$ cat src/design/olst_pkg.sv
package olst_pkg;

  localparam int LIST_DEPTH = 16;
  localparam int VALUE_W    = 32;
  localparam int FUNC_W     = 3;
  localparam int STATUS_W   = 3;

  typedef logic signed [VALUE_W-1:0] value_t;

  typedef enum logic [FUNC_W-1:0] {
    FN_INS_FRONT = 3'd0,
    FN_INS_BACK  = 3'd1,
    FN_DELETE    = 3'd2,
    FN_SEARCH    = 3'd3,
    FN_LIST      = 3'd4
  } func_t;

  typedef enum logic [STATUS_W-1:0] {
    STS_INSERTED  = 3'd0,
    STS_REMOVED   = 3'd1,
    STS_FOUND     = 3'd2,
    STS_NOT_FOUND = 3'd3,
    STS_FULL      = 3'd4,
    STS_EMPTY     = 3'd5,
    STS_LISTED    = 3'd6
  } status_t;

  typedef enum logic [2:0] {
    CELL_HOLD,
    CELL_INS_FRONT,
    CELL_APPEND,
    CELL_DELETE,
    CELL_ROTATE
  } cell_op_t;

  typedef struct packed {
    logic     capture;
    cell_op_t op;
  } cell_ctl_t;

  typedef enum logic [1:0] {
    ST_IDLE,
    ST_EXEC,
    ST_LIST
  } state_t;

endpackage

$ cat src/design/olst_cell.sv
module olst_cell (
  input  logic               clk,
  input  logic               rst_n,
  input  olst_pkg::cell_ctl_t ctl,
  input  olst_pkg::value_t   key,
  input  olst_pkg::value_t   ins_value,
  input  olst_pkg::value_t   left_value,
  input  logic               left_valid,
  input  olst_pkg::value_t   right_value,
  input  logic               right_valid,
  input  olst_pkg::value_t   head_value,
  input  logic               hit_in,
  output olst_pkg::value_t   value,
  output logic               valid,
  output logic               hit_out
);

  olst_pkg::value_t value_r, value_nxt;
  logic             valid_r, valid_nxt;
  logic             match_r;

  assign value   = value_r;
  assign valid   = valid_r;
  assign hit_out = hit_in | match_r;

  always_comb begin
    value_nxt = value_r;
    valid_nxt = valid_r;
    unique case (ctl.op)
      olst_pkg::CELL_INS_FRONT: begin
        value_nxt = left_value;
        valid_nxt = left_valid;
      end
      olst_pkg::CELL_APPEND: begin
        if (!valid_r && left_valid) begin
          value_nxt = ins_value;
          valid_nxt = 1'b1;
        end
      end
      olst_pkg::CELL_DELETE: begin
        if (hit_out) begin
          value_nxt = right_value;
          valid_nxt = right_valid;
        end
      end
      olst_pkg::CELL_ROTATE: begin
        if (right_valid) begin
          value_nxt = right_value;
        end else if (valid_r) begin
          value_nxt = head_value;
        end
      end
      default: begin
        value_nxt = value_r;
        valid_nxt = valid_r;
      end
    endcase
  end

  always_ff @(posedge clk) begin
    if (!rst_n) begin
      valid_r <= 1'b0;
    end else begin
      valid_r <= valid_nxt;
    end
  end

  always_ff @(posedge clk) begin
    value_r <= value_nxt;
    if (ctl.capture) begin
      match_r <= valid_r && (value_r == key);
    end
  end

endmodule

$ cat src/design/ordered_list_engine_core.sv
// insert, delete and search: request taken in idle, result registered once the output
// is free; no new request until then; every cell compares against the key in parallel
// list: N entries, one a cycle while the output is free, rotated out of the head
// the output register frees the result side; a stalled result holds the engine
// synchronous active-low reset empties the list (all cell valid bits cleared)
module ordered_list_engine_core #(
  parameter int LIST_DEPTH = olst_pkg::LIST_DEPTH
) (
  input  logic        clk,
  input  logic        rst_n,
  input  logic        in_tvalid,
  output logic        in_tready,
  input  logic [31:0] in_tdata,   // value[31:0]
  input  logic [2:0]  in_tuser,   // func[2:0]
  output logic        out_tvalid,
  input  logic        out_tready,
  output logic [31:0] out_tdata,  // item_value[31:0]
  output logic [2:0]  out_tuser,  // status[2:0]
  output logic        out_tlast
);

  localparam int CNT_W = $clog2(LIST_DEPTH + 1);

  olst_pkg::state_t    state_r, state_nxt;
  olst_pkg::func_t     func_r;
  olst_pkg::value_t    val_r;
  olst_pkg::cell_ctl_t ctl;
  logic [CNT_W-1:0]    cnt_r, cnt_nxt;
  logic [CNT_W-1:0]    rem_r, rem_nxt;

  logic                out_valid_r, out_valid_nxt;
  olst_pkg::status_t   out_status_r, out_status_nxt;
  olst_pkg::value_t    out_value_r, out_value_nxt;
  logic                out_last_r, out_last_nxt;
  logic                out_load;
  logic                out_free;
  logic                in_acc;
  logic                full;
  logic                found;

  olst_pkg::value_t    cell_value [LIST_DEPTH];
  logic                cell_valid [LIST_DEPTH];
  logic                cell_hit   [LIST_DEPTH];

  assign in_tready  = (state_r == olst_pkg::ST_IDLE);
  assign in_acc     = in_tvalid && in_tready;
  assign out_free   = !out_valid_r || out_tready;
  assign full       = (cnt_r == CNT_W'(LIST_DEPTH));
  assign found      = cell_hit[LIST_DEPTH-1];

  assign out_tvalid = out_valid_r;
  assign out_tdata  = out_value_r;
  assign out_tuser  = out_status_r;
  assign out_tlast  = out_last_r;

  genvar g;
  generate
    for (g = 0; g < LIST_DEPTH; g++) begin : g_cell
      olst_pkg::value_t lv, rv;
      logic             lvld, rvld, hin;
      if (g == 0) begin : g_first
        assign lv   = val_r;
        assign lvld = 1'b1;
        assign hin  = 1'b0;
      end else begin : g_mid
        assign lv   = cell_value[g-1];
        assign lvld = cell_valid[g-1];
        assign hin  = cell_hit[g-1];
      end
      if (g == LIST_DEPTH - 1) begin : g_last
        assign rv   = cell_value[g];
        assign rvld = 1'b0;
      end else begin : g_inner
        assign rv   = cell_value[g+1];
        assign rvld = cell_valid[g+1];
      end
      olst_cell u_cell (
        .clk         (clk),
        .rst_n       (rst_n),
        .ctl         (ctl),
        .key         (olst_pkg::value_t'(in_tdata)),
        .ins_value   (val_r),
        .left_value  (lv),
        .left_valid  (lvld),
        .right_value (rv),
        .right_valid (rvld),
        .head_value  (cell_value[0]),
        .hit_in      (hin),
        .value       (cell_value[g]),
        .valid       (cell_valid[g]),
        .hit_out     (cell_hit[g])
      );
    end
  endgenerate

  always_comb begin
    state_nxt      = state_r;
    cnt_nxt        = cnt_r;
    rem_nxt        = rem_r;
    ctl.capture    = in_acc;
    ctl.op         = olst_pkg::CELL_HOLD;
    out_load       = 1'b0;
    out_status_nxt = out_status_r;
    out_value_nxt  = out_value_r;
    out_last_nxt   = out_last_r;

    unique case (state_r)
      olst_pkg::ST_IDLE: begin
        if (in_acc && (in_tuser <= olst_pkg::FN_LIST)) begin
          state_nxt = olst_pkg::ST_EXEC;
        end
      end
      olst_pkg::ST_EXEC: begin
        if (out_free) begin
          state_nxt     = olst_pkg::ST_IDLE;
          out_value_nxt = val_r;
          out_last_nxt  = 1'b1;
          unique case (func_r) inside
            olst_pkg::FN_INS_FRONT, olst_pkg::FN_INS_BACK: begin
              out_load = 1'b1;
              if (full) begin
                out_status_nxt = olst_pkg::STS_FULL;
              end else begin
                out_status_nxt = olst_pkg::STS_INSERTED;
                cnt_nxt        = cnt_r + CNT_W'(1);
                ctl.op         = (func_r == olst_pkg::FN_INS_FRONT) ?
                                 olst_pkg::CELL_INS_FRONT : olst_pkg::CELL_APPEND;
              end
            end
            olst_pkg::FN_DELETE: begin
              out_load = 1'b1;
              if (found) begin
                out_status_nxt = olst_pkg::STS_REMOVED;
                cnt_nxt        = cnt_r - CNT_W'(1);
                ctl.op         = olst_pkg::CELL_DELETE;
              end else begin
                out_status_nxt = olst_pkg::STS_NOT_FOUND;
              end
            end
            olst_pkg::FN_SEARCH: begin
              out_load       = 1'b1;
              out_status_nxt = found ? olst_pkg::STS_FOUND : olst_pkg::STS_NOT_FOUND;
            end
            olst_pkg::FN_LIST: begin
              if (cnt_r == '0) begin
                out_load       = 1'b1;
                out_status_nxt = olst_pkg::STS_EMPTY;
                out_value_nxt  = '0;
              end else begin
                rem_nxt   = cnt_r;
                state_nxt = olst_pkg::ST_LIST;
              end
            end
            default: begin
              state_nxt = olst_pkg::ST_IDLE;
            end
          endcase
        end
      end
      olst_pkg::ST_LIST: begin
        if (out_free) begin
          out_load       = 1'b1;
          out_status_nxt = olst_pkg::STS_LISTED;
          out_value_nxt  = cell_value[0];
          out_last_nxt   = (rem_r == CNT_W'(1));
          ctl.op         = olst_pkg::CELL_ROTATE;
          rem_nxt        = rem_r - CNT_W'(1);
          if (rem_r == CNT_W'(1)) begin
            state_nxt = olst_pkg::ST_IDLE;
          end
        end
      end
      default: begin
        state_nxt = olst_pkg::ST_IDLE;
      end
    endcase

    if (out_load) begin
      out_valid_nxt = 1'b1;
    end else if (out_tready) begin
      out_valid_nxt = 1'b0;
    end else begin
      out_valid_nxt = out_valid_r;
    end
  end

  always_ff @(posedge clk) begin
    if (!rst_n) begin
      state_r     <= olst_pkg::ST_IDLE;
      cnt_r       <= '0;
      rem_r       <= '0;
      out_valid_r <= 1'b0;
    end else begin
      state_r     <= state_nxt;
      cnt_r       <= cnt_nxt;
      rem_r       <= rem_nxt;
      out_valid_r <= out_valid_nxt;
    end
  end

  always_ff @(posedge clk) begin
    if (in_acc) begin
      func_r <= olst_pkg::func_t'(in_tuser);
      val_r  <= olst_pkg::value_t'(in_tdata);
    end
    out_status_r <= out_status_nxt;
    out_value_r  <= out_value_nxt;
    out_last_r   <= out_last_nxt;
  end

endmodule
$ cat config.mk
export PLATFORM = sky130hd
export DESIGN_NAME = ordered_list_engine_core
export DESIGN_NICKNAME = d
export VERILOG_FILES = /design/src/design/olst_pkg.sv /design/src/design/olst_cell.sv /design/src/design/ordered_list_engine_core.sv
export SDC_FILE = /design/constraint.sdc
export NUM_CORES = 2
export LEC_CHECK = 0
export ABC_AREA = 1
export BUFFER_PORTS_ARGS = -buffer_cell sky130_fd_sc_hd__buf_4
export CAP_MARGIN = 20
export CORE_MARGIN = 10
export CORE_UTILIZATION = 35
export CTS_BUF_LIST = sky130_fd_sc_hd__clkbuf_8
export DETAILED_ROUTE_END_ITERATION = 16
export HOLD_SLACK_MARGIN = 0.02
export SLEW_MARGIN = 20
export SYNTH_ARGS = -nofsm -noshare
export SYNTH_HDL_FRONTEND = slang
export SYNTH_SLANG_ARGS = --single-unit
$ cat constraint.sdc
create_clock -name clk -period 9.25 [get_ports clk]
set_input_delay 0.925 -clock clk [delete_from_list [all_inputs] [get_ports clk]]
set_output_delay 0.925 -clock clk [all_outputs]
set_load 0.05 [all_outputs]
==> flow_summary_export.csv <==
group,metric,value,unit
run_status,status,"complete, no violations",
timing,fmax,179.8,MHz
setup_path,r2r_start,"func_r[2]$_DFFE_PP_",
global_routing,grt_usage,27.87,%
timing,setup_tns,0,ps
hold_path,hold_path_end,"func_r[0]$_DFFE_PP_",
routing,drc,0,
setup_path,critPathArrivalTime,6210,ps
setup_path,r2r-end,"g_cell[8].u_cell.value[20]$_DFFE_PP_",
global_routing,grt_pass1_wl,281.5,mm
timing,layout_setup_ws,3688,ps
finish,drive_above_1_share,7.541,%
place,portBuffers,76,
power_and_ir_drop,p_sw,4.837,mW
timing,finalHoldViolCount,0,
finish,syn2layout_area_growth,7.936,%
clock_tree,numCtsBuffers,112,
routing,final_antenna_net_count,0,
synthesis,syn_inst,5320,
clock_tree,cts_buffer_depth,3,
finish,layout.nets,5191,
setup_path,crit_path_end_kind,"register",
finish,multi_input_area,19350,sq um
setup_path,rr_worst_depth,9,
setup_path,worstSetupPathType,"reg -> reg",
power_and_ir_drop,power_frac_comb,33.5,%
place,dp_hpwl,139.9,mm
power_and_ir_drop,ir_worst_vdd,0.1723,mV
finish,regArea,18590,sq um
power_and_ir_drop,power_leakage,16.73,nW
power_and_ir_drop,seqPwrFrac,43.5,%
clock_tree,hold_buffers,0,
global_routing,grt_remaining_overflow,0,
power_and_ir_drop,p_per_area,246.9,nW/um^2
clock_tree,cts.sinks,628,
clock_tree,clk_latency,870,ps
timing,hold_ws,258.7,ps
finish,fillers,12490,
timing,fin_crit_sh,60.13,%
timing,rsz0062_at_grt,"no",
clock_tree,cts.repair.resized,0,
timing,setup_viol,0,
synthesis,yosys_warnings,0,
synthesis,ys_seq_elements,628,
power_and_ir_drop,power_switching_share,43.02,%
place,post-place-cells,6640,
routing,drt-initial-drc-count,7544,
hold_path,min_path_type,"in -> reg",
setup_path,worstPathRequired,9890,ps
routing,routedWlPerCell,29.03,um
flow_run,drv_cap,0,
hold_path,worstHoldStart,"in_tuser[0]",
global_routing,grt_max_degree,196,
setup_path,ff2ff_setup_slack,3690,ps
synthesis,yosysSeqAreaShare,44.01,%
die,die_x,367.2,um
clock_tree,htree_levels,3,
synthesis,synth_flop_cell,"edfxtp_1",
die,design.portCount,77,
finish,final_cells,6859,
setup_path,critPathMaxFanout,186,
clock_tree,tritoncts,"yes",
clock_tree,root_buffer,"clkbuf_8",
clock_tree,post_cts_buffers,0,
hold_path,holdPathStages,1,
routing,first_pass_iters,8,
clock_tree,clk_pin_slew,60,ps
die,core_area,119800,sq um
routing,route.final.wire_length,199.1,mm
die,initial_utilization,35.21,%
synthesis,synthArstFlopShare,0,%
synthesis,synth_enable_flop_cells,599,
routing,viasPerCell,6.261,
global_routing,grt_pass1_vias,38450,
die,dieArea,134800,sq um
timing,max-slew-margin-rel,9.523,%
global_routing,antenna_found_initial,3,
synthesis,syn_nets,5368,
die,fp.dieH,367.2,um
place,gp_congestion,1.017,
timing,period_needed,5562,ps
power_and_ir_drop,finalPower,11.24,mW
power_and_ir_drop,clock_power_share,22.9,%
die,rows,127,
power_and_ir_drop,internal_power,6.407,mW
setup_path,startpoint_type,"register",
finish,fin_area,45540,sq um
finish,final_util,38.01,%
synthesis,synth_area,42190,sq um
timing,skew,52.52,ps
place,pre_cts_ws,3967,ps
synthesis,syn-mean-instance-area,7.931,sq um
synthesis,synth.distinct_cells,49,
timing,drv_slew,0,
place,dpl_cell_area,43440,sq um
routing,dr_total_vias,42950,
timing,tightestPinTransition,1357,ps
-- worst max-delay path: stages, from the launching register on --
cell	delay, ps
edfxtp_1	500
nor3_2	610
o211ai_1	210
nor2_1	370
nand3_2	430
nor2_4	940
buf_12	660
buf_4	920
a21oi_1	160
o211ai_1	160
-- kinds of logic after synthesis --
logic type,Yosys count,synth area share (%)
AO/OA/AOI/OAI,1869,26.47
XOR/XNOR,101,2.097
adder cells (fa/ha/maj),9,0.2847
buffers and inverters,1047,10.38
flip-flops,628,44.01
AND/OR/NAND/NOR,1666,16.76
-- worst max path at each step --
stage                                  startpoint                              endpoint  slack, ps
2_1_floorplan  g_cell[0].u_cell.match_r$_DFFE_PP_  g_cell[10].u_cell.value[0]$_DFFE_PP_       4370
5_1_grt                       func_r[2]$_DFFE_PP_  g_cell[8].u_cell.value[18]$_DFFE_PP_       3520
3_5_place_dp                           out_tready  g_cell[7].u_cell.value[29]$_DFFE_PP_       3970
6_report                      func_r[2]$_DFFE_PP_  g_cell[8].u_cell.value[20]$_DFFE_PP_       3690
3_3_place_gp                           out_tready   g_cell[8].u_cell.value[1]$_DFFE_PP_       4000
4_1_cts                       func_r[2]$_DFFE_PP_  g_cell[7].u_cell.value[29]$_DFFE_PP_       3910
-- area by class of cell --
type / count / share of cell area, %
Clock buffer: 116 / 3.506
Clock inverter: 93 / 1.019
Timing Repair Buffer: 159 / 2.767
Inverter: 597 / 4.921
Multi-Input combinational cell: 3645 / 42.50
Tap cell: 1612 / 4.429
Sequential cell: 628 / 40.81
Antenna cell: 9 / 0.04946
-- flip-flops by register name (all words and copies together) (netlist names) --
name                   count
cnt_r                      5
g_cell.u_cell.match_r     16
rem_r                      5
g_cell.lv                 32
state_r                    2
func_r                     3
out_tdata                 32
g_cell.u_cell.valid       16
out_tvalid                 1
g_cell.u_cell.value      512
out_tuser                  3
out_tlast                  1
-- cells in the final DEF, fill, tap and decap left out, drive strengths merged, types with 2 or more instances in the layout --
| master | count |
|---|---|
| a221oi | 54 |
| buf | 159 |
| a21oi | 485 |
| o21ai | 573 |
| o22ai | 252 |
| or2 | 14 |
| xnor2 | 38 |
| bufinv | 2 |
| nor2 | 116 |
| clkbuf | 116 |
| o211ai | 438 |
| a31oi | 6 |
| a22oi | 24 |
| xor2 | 63 |
| nor4b | 4 |
| ha | 8 |
| inv | 629 |
| nand4 | 33 |
| dfxtp | 29 |
| nor3 | 31 |
| or4 | 12 |
| o2111ai | 5 |
| edfxtp | 599 |
| a22o | 2 |
| o221ai | 3 |
| nand3 | 115 |
| nand2 | 1279 |
| nor4 | 61 |
| a211o | 7 |
| a211oi | 11 |
| diode | 9 |
| clkinv | 58 |
| a2111oi | 7 |
-- cell usage after synthesis (2+ instances only) --
| cell | number | share of area [%] |
|---|---|---|
| a2111oi_0 | 7 | 0.15 |
| a211o_1 | 7 | 0.15 |
| a211oi_1 | 11 | 0.20 |
| a21oi_1 | 485 | 5.8 |
| a221oi_1 | 54 | 1.1 |
| a22o_1 | 2 | 0.042 |
| a22oi_1 | 24 | 0.43 |
| a31oi_1 | 6 | 0.089 |
| buf_1 | 39 | 0.35 |
| buf_2 | 57 | 0.68 |
| buf_4 | 45 | 0.80 |
| buf_6 | 28 | 0.75 |
| clkbuf_1 | 281 | 2.5 |
| clkinv_1 | 10 | 0.089 |
| dfxtp_1 | 29 | 1.4 |
| edfxtp_1 | 599 | 43 |
| ha_1 | 8 | 0.24 |
| inv_1 | 585 | 5.2 |
| inv_2 | 2 | 0.018 |
| nand2_1 | 1273 | 11 |
| nand2_2 | 4 | 0.059 |
| nand2_4 | 2 | 0.053 |
| nand3_1 | 113 | 1.3 |
| nand3_2 | 2 | 0.047 |
| nand4_1 | 31 | 0.46 |
| nand4_2 | 2 | 0.059 |
| nor2_1 | 83 | 0.74 |
| nor2_2 | 4 | 0.059 |
| nor2_4 | 27 | 0.72 |
| nor2_8 | 2 | 0.095 |
| nor3_1 | 30 | 0.36 |
| nor4_1 | 61 | 0.90 |
| nor4b_1 | 4 | 0.083 |
| o2111ai_1 | 5 | 0.10 |
| o211ai_1 | 438 | 7.8 |
| o21ai_0 | 571 | 6.8 |
| o221ai_1 | 3 | 0.062 |
| o22ai_1 | 252 | 3.7 |
| or2_2 | 14 | 0.21 |
| or4_1 | 12 | 0.21 |
| xnor2_1 | 38 | 0.79 |
| xor2_1 | 63 | 1.3 |
-- routing by layer --
| layer | wire length [um] | global-route usage, % |
|---|---|---|
| met1 | 78030 | 38.15 |
| met2 | 80600 | 39.15 |
| met3 | 25380 | 6.150 |
| met4 | 15120 | 18.03 |
| met5 | 0 | 0 |
-- power by group through the flow --
stage	sequential (mW)	clock, mW	combinational [mW]
floorplan	4.82	0	2.34
global placement	4.89	0	3.63
detailed placement	4.90	0	3.67
CTS	4.85	2.59	3.68
global route	4.93	2.71	4.05
finish	4.90	2.58	3.77
(Power assumes the default switching activity.)
